File: config.mk
export PLATFORM = sky130hd
export DESIGN_NAME = vmd_ctrl
export DESIGN_NICKNAME = d
export VERILOG_FILES = /design/src/rtl/vmd_pkg.sv /design/src/rtl/vmd_ctrl.sv
export SDC_FILE = /design/constraint.sdc
export NUM_CORES = 1
export LEC_CHECK = 0
export BUFFER_PORTS_ARGS = -buffer_cell sky130_fd_sc_hd__buf_2
export CAP_MARGIN = 20
export CORE_AREA = 5 5 42 44
export DETAILED_ROUTE_END_ITERATION = 6
export DIE_AREA = 0 0 47 49
export PLACE_DENSITY = 0.48
export SYNTH_ARGS = -nofsm -noshare
export SYNTH_HDL_FRONTEND = slang
export SYNTH_SLANG_ARGS = --single-unit
File: constraint.sdc
create_clock -name clk -period 1.64 [get_ports clk]
set_input_delay 0 -clock clk [delete_from_list [all_inputs] [get_ports clk]]
set_output_delay 0 -clock clk [all_outputs]
set_load 0.005 [all_outputs]
File: src/rtl/vmd_pkg.sv
// Shared types, constants and sine table builder for the vibrato delay unit.
package vmd_pkg;

  // Field and register widths
  localparam int SAMPLE_W    = 24;
  localparam int CHAN_W      = 1;
  localparam int RATE_W      = 7;
  localparam int DEPTH_W     = 20;
  localparam int FS_W        = 18;
  localparam int CFG_INDEX_W = 2;
  localparam int CFG_DATA_W  = 20;

  // Internal formats
  localparam int PHASE_W    = 32;
  localparam int FRAC_W     = 8;
  localparam int SINE_MAG_W = 15;
  localparam int SINE_SH    = 16;
  localparam int SVAL_W     = SINE_SH + 1;

  // Default sizes
  localparam int RING_DEPTH_DEF  = 4096;
  localparam int CHANNELS_DEF    = 2;
  localparam int SINE_DEPTH_DEF  = 1024;

  // Register limits and reset values
  localparam logic [RATE_W-1:0] RATE_MAX = 7'd100;
  localparam logic [FS_W-1:0]   FS_MIN   = 18'd8000;
  localparam logic [FS_W-1:0]   FS_MAX   = 18'd192000;
  localparam logic [FS_W-1:0]   FS_RESET = 18'd48000;

  // Phase step: (RATE_BASE + RATE_SLOPE * rate) * 2^32 / (FS_SCALE * fs)
  localparam int RATE_BASE  = 100;
  localparam int RATE_SLOPE = 99;
  localparam int FS_SCALE   = 1000;
  localparam int DEN_W      = 28;
  localparam logic [PHASE_W-1:0] STEP_RESET =
    PHASE_W'((64'(RATE_BASE) << PHASE_W) / (64'(FS_SCALE) * 64'(FS_RESET)));

  // Offset added to the sine before scaling the depth
  localparam logic [SVAL_W-1:0] SINE_OFFSET = SVAL_W'(1 << SINE_SH);

  // Flip of the sign bit turns a signed sample into an offset-binary one
  localparam logic [SAMPLE_W-1:0] SIGN_BIAS = SAMPLE_W'(1 << (SAMPLE_W - 1));

  // Configuration register indexes
  typedef enum logic [CFG_INDEX_W-1:0] {
    REG_RATE  = 2'd0,
    REG_DEPTH = 2'd1,
    REG_FS    = 2'd2
  } vmd_reg_t;

  // Controller to datapath commands, one per state
  typedef struct packed {
    logic load;
    logic mul;
    logic addr_a;
    logic addr_b;
    logic blend;
    logic out_load;
  } vmd_cmd_t;

  // Datapath to controller status
  typedef struct packed {
    logic step_busy;
  } vmd_status_t;

  // Quarter-wave sine entry: odd polynomial in Q30, rounded to Q15, clamped
  function automatic logic [SINE_MAG_W-1:0] quarter_sine_q15(input int unsigned j,
                                                            input int unsigned shift);
    longint unsigned z;
    longint unsigned z2;
    longint unsigned t;
    longint unsigned q;
    longint unsigned y;
    z  = 64'(j) << shift;
    z2 = (z * z) >> 30;
    t  = 64'd172272;
    t  = 64'd5026995 - ((z2 * t) >> 30);
    t  = 64'd85569306 - ((z2 * t) >> 30);
    t  = 64'd693598668 - ((z2 * t) >> 30);
    t  = 64'd1686629713 - ((z2 * t) >> 30);
    q  = (z * t) >> 30;
    y  = (q + 64'd16384) >> 15;
    if (y > 64'd32767) y = 64'd32767;
    return y[SINE_MAG_W-1:0];
  endfunction

endpackage

File: src/rtl/vmd_ctrl.sv
// Controller: sequences one sample through the datapath and owns both handshakes.
module vmd_ctrl (
  input  logic                 clk,
  input  logic                 rst,
  input  logic                 item_valid,
  output logic                 item_stall,
  output logic                 result_valid,
  input  logic                 result_stall,
  input  vmd_pkg::vmd_status_t status,
  output vmd_pkg::vmd_cmd_t    cmd
);
  import vmd_pkg::*;

  typedef enum logic [2:0] {
    S_IDLE,
    S_MUL,
    S_ADDR_A,
    S_ADDR_B,
    S_BLEND,
    S_OUT
  } state_t;

  state_t state;
  logic   slot_free;

  // Take a beat only when idle and the phase step is settled
  assign item_stall = (state != S_IDLE) | status.step_busy;
  assign slot_free  = ~result_valid | ~result_stall;

  // One command per state
  assign cmd.load     = item_valid & ~item_stall;
  assign cmd.mul      = state == S_MUL;
  assign cmd.addr_a   = state == S_ADDR_A;
  assign cmd.addr_b   = state == S_ADDR_B;
  assign cmd.blend    = state == S_BLEND;
  assign cmd.out_load = (state == S_OUT) & slot_free;

  // Advance the sequence and hold the output beat
  always_ff @(posedge clk) begin
    if (rst) begin
      state        <= S_IDLE;
      result_valid <= 1'b0;
    end else begin
      if (result_valid && !result_stall) result_valid <= 1'b0;
      case (state)
        S_IDLE:   if (cmd.load) state <= S_MUL;
        S_MUL:    state <= S_ADDR_A;
        S_ADDR_A: state <= S_ADDR_B;
        S_ADDR_B: state <= S_BLEND;
        S_BLEND:  state <= S_OUT;
        S_OUT: begin
          if (cmd.out_load) begin
            result_valid <= 1'b1;
            state        <= S_IDLE;
          end
        end
        default:  state <= S_IDLE;
      endcase
    end
  end

endmodule

### After elaboration in Yosys (flattened, before gate mapping)

Cells that the tools add are included.
W data, S select, Z words.

* word-level logic and storage cells: 27
* output and inout bits: 8
* bits in registers: 4

* multiplexer cells: 6
* equality and inequality tests: 7
* bitwise operators: 7
* reductions and logical operators: 5

Operator list (number)
* $pmux W3 S6: 1
* $eq A3 B2 Y1 const B: 2
* $eq A3 B3 Y1 const B: 2
* $mux W3: 2
* $ne A2 B2 Y1 const B: 2
* $eq A3 B1 Y1 const B: 1
* $logic_not A3 Y1: 1
* $mux W1: 3
* $not A1 Y1: 3
* $reduce_bool A3 Y1: 1
* $and A1 B1 Y1: 2
* $or A1 B1 Y1: 2
* $reduce_and A2 Y1: 1
* $logic_and A1 B1 Y1: 1
* $logic_not A1 Y1: 1

### Logic depth before layout (Yosys ltp)

* word-level depth: 6
* gate-level depth with buffers: 4
* gate-level depth less buffers: 3

### Worst setup path before layout

OpenSTA, ideal clock, no wires.

* path type: register to register
* start point: register state[2]
* end point: register state[2]
* cell stages (with the launch flop): 3
* slack: 0.742 ns
* setup time: 0.115 ns
* clock period less this slack: 0.898 ns
* arrival: 0.783 ns
* required time: 1.525 ns
* cell sequence: dfxtp_1 -> and3b_1 -> o21ba_1

RTL lines
* from (decl): RTL line vmd_ctrl.sv:23 `state_t state;`
* from (signal assigned): RTL line vmd_ctrl.sv:41 `state <= S_IDLE;`
* from (signal assigned): RTL line vmd_ctrl.sv:46 `S_IDLE: if (cmd.load) state <= S_MUL;`
* from (signal assigned): RTL line vmd_ctrl.sv:47 `S_MUL: state <= S_ADDR_A;`

==> impl_metrics.json <==
{
  "synth_fa_ha_area_share_pct": 0,
  "die_h_um": 49,
  "numCtsBuffers": 3,
  "antenna_cells": 0,
  "core.rowCount": 14,
  "hpwl_um": 428.1,
  "ys_warn_count": 0,
  "power.density_nw_per_um2": 890.0,
  "first_pass_iters": 2,
  "cts_sinks": 4,
  "critPathRequiredTime_ps": 1640,
  "grt_pass1_wl_um": 931,
  "synth_seq_area_share_pct": 36.78,
  "final_common_cell": "buf_2",
  "p_leak_nw": 0.1686,
  "slew_violations": 0,
  "synthSimpleGateAreaFrac_pct": 36.21,
  "critPathLaunchType": "flop",
  "start_util_pct": 15.54,
  "stdcell_area_um2": 319.1,
  "io_pins": 13,
  "wl_per_cell_um": 9.305,
  "critPathBufInv": 1,
  "clk_transition_reported_paths_ps": 40,
  "wirelength_um": 549,
  "crit_family": "flip-flops",
  "syn_area_um2": 217.7,
  "critPathKind": "reg -> out",
  "synth_top_family_by_area": "simple AND/OR/NAND/NOR gates",
  "htreeDepth": 1,
  "status": "finished clean",
  "grt_usage_pct": 6.202,
  "syn_avg_cell_area_um2": 7.775,
  "coreArea_um2": 1401,
  "fin_crit_sh_pct": 68.08,
  "max-clock-path-buffers": 2,
  "peakVddDrop_uv": 295.8,
  "synthXorXnorAreaFrac_pct": 4.023,
  "ant_nets": 0,
  "max_cap_violations": 0,
  "drt_iter0_drc": 7,
  "antenna_found_initial": 0,
  "cp_max_fo": 9,
  "syn_to_final_growth_pct": 46.55,
  "syn_nets": 33,
  "gp_congestion": 0.7136,
  "rsz0062_at_grt": "no",
  "holdWs_ps": 65.39,
  "slowest_stage": "dfxtp_1",
  "drive_above_1_share_pct": 34.88,
  "dieArea_um2": 2303,
  "hp-class": "in -> reg",
  "crit_arrival_ps": 1120,
  "grt_overflow_total": 0,
  "final.min_clock_period_ps": 1117,
  "ys_seq_elements": 4,
  "max_freq_mhz": 895.6,
  "synthMuxAreaShare_pct": 0,
  "post_cts_buffers": 0,
  "cts_tree": "done",
  "cts-root-buf": "clkbuf_4",
  "via_count": 241,
  "worst_clock_skew_ps": 0.3420,
  "cp_slowest_stage_delay_ps": 480,
  "finish.utilization_pct": 22.77,
  "fp.dieW_um": 47,
  "final_cell_mix": "buf_2 (12), nor2_1 (4), a21oi_1 (4), dfxtp_1 (4)",
  "cts-resized-gates": 0,
  "first_global_vias": 217,
  "setup_tns_ps": 0,
  "grt_max_degree": 10,
  "worst_pin_slew_ps": 290.0,
  "viasPerCell": 4.085,
  "drc_errors": 0,
  "layout.nets": 50,
  "synth_compound_area_share_pct": 16.09,
  "nFillCells": 167,
  "hold_viol": 0,
  "maxSlewHeadroom_pct": 80.64,
  "synthCells": 28,
  "numPortBuffers": 12,
  "clkLatencyLatePin_ps": 240,
  "finalSetupViolations": 0,
  "place_area_um2": 286.5,
  "crit_chain": "nand3b_1 > a21oi_1 > buf_2",
  "endpoint_kind": "output pin",
  "synth.distinct_cells": 17
}
## synthesized netlist by cell type
cell | count | area (µm²)
and3_1 | 1 | 6.260
o21ai_0 | 1 | 5.000
nand3b_1 | 1 | 7.510
nand2_1 | 3 | 11.26
nand3_1 | 1 | 5.000
o21ba_1 | 1 | 10.01
nor2_1 | 4 | 15.01
and3b_1 | 1 | 8.760
inv_1 | 1 | 3.750
buf_6 | 1 | 11.26
a21oi_1 | 4 | 20.02
nor3b_1 | 1 | 7.510
nand2b_1 | 1 | 6.260
dfxtp_1 | 4 | 80.08
and2_1 | 1 | 6.260
xnor2_1 | 1 | 8.760
nor3_1 | 1 | 5.000
## cell families (layout without fill, tap and decap cells)
kind of cell | count (synthesis) | count (layout)
AOI/OAI and AO/OA | 6 | 6
and+or+nand+nor | 15 | 15
DFF | 4 | 4
buffers and inverters | 2 | 17
xor gates and xnor gates | 1 | 1
## worst paths after layout
kind	start	to	slack, ps	depth (start not counted)
max	state[0]	cmd[0]	520	3
min reg2reg	result_valid	result_valid	510	2
min	result_stall	result_valid	70	3
max reg2reg	state[2]	state[2]	700	2
## timing repair
| item | CTS | global route |
|---|---|---|
| hold buffers | 1 | 0 |
| setup endpoints to repair | 0 | 0 |
| hold endpoints to repair | 2 | 0 |
## registers in the layout, indices dropped and copies added, names as in the netlist
signal and count:
result_valid 1, state 3
## metrics by stage
stage / worst slack [ps] / total power (W) / std cells
5_1_grt: 400.5 / 0.0003118 / 59
6_report: 523.5 / 0.0002840 / 59
4_1_cts: 523.8 / 0.0002899 / 59
2_1_floorplan: 742.4 / 0.0001447 / 28
3_5_place_dp: 709.6 / 0.0001624 / 55
3_3_place_gp: 728.6 / 0.0001623 / 55
## layout make-up
class | instances | area, µm² | area share (%)
Clock buffer | 3 | 22.52 | 7.059
Inverter | 1 | 3.754 | 1.176
Multi-Input combinational cell | 22 | 122.6 | 38.43
Sequential cell | 4 | 80.08 | 25.10
Tap cell | 16 | 20.02 | 6.275
Timing Repair Buffer | 13 | 70.07 | 21.96
## report_power, final
part	internal [W]	switching, W	total (W)
Sequential	0.000104	0.0000113	0.000115
Combinational	0.0000273	0.0000191	0.0000465
Clock	0.0000818	0.0000403	0.000122
Total	0.000213	0.0000707	0.000284
## worst min-delay path, stage by stage
cell and delay, ps:
buf_2 110, nand2_1 80, a21oi_1 60
## per-layer routing
layer	GRT usage (%)	routed length [µm]	vias up
met5	0	0	-
met4	2.765	0	0
met3	7.011	72	0
met2	7.466	253	9
met1	6.608	223	107
li1	-	-	125
Note: power is estimated with default switching activity, not from simulation.
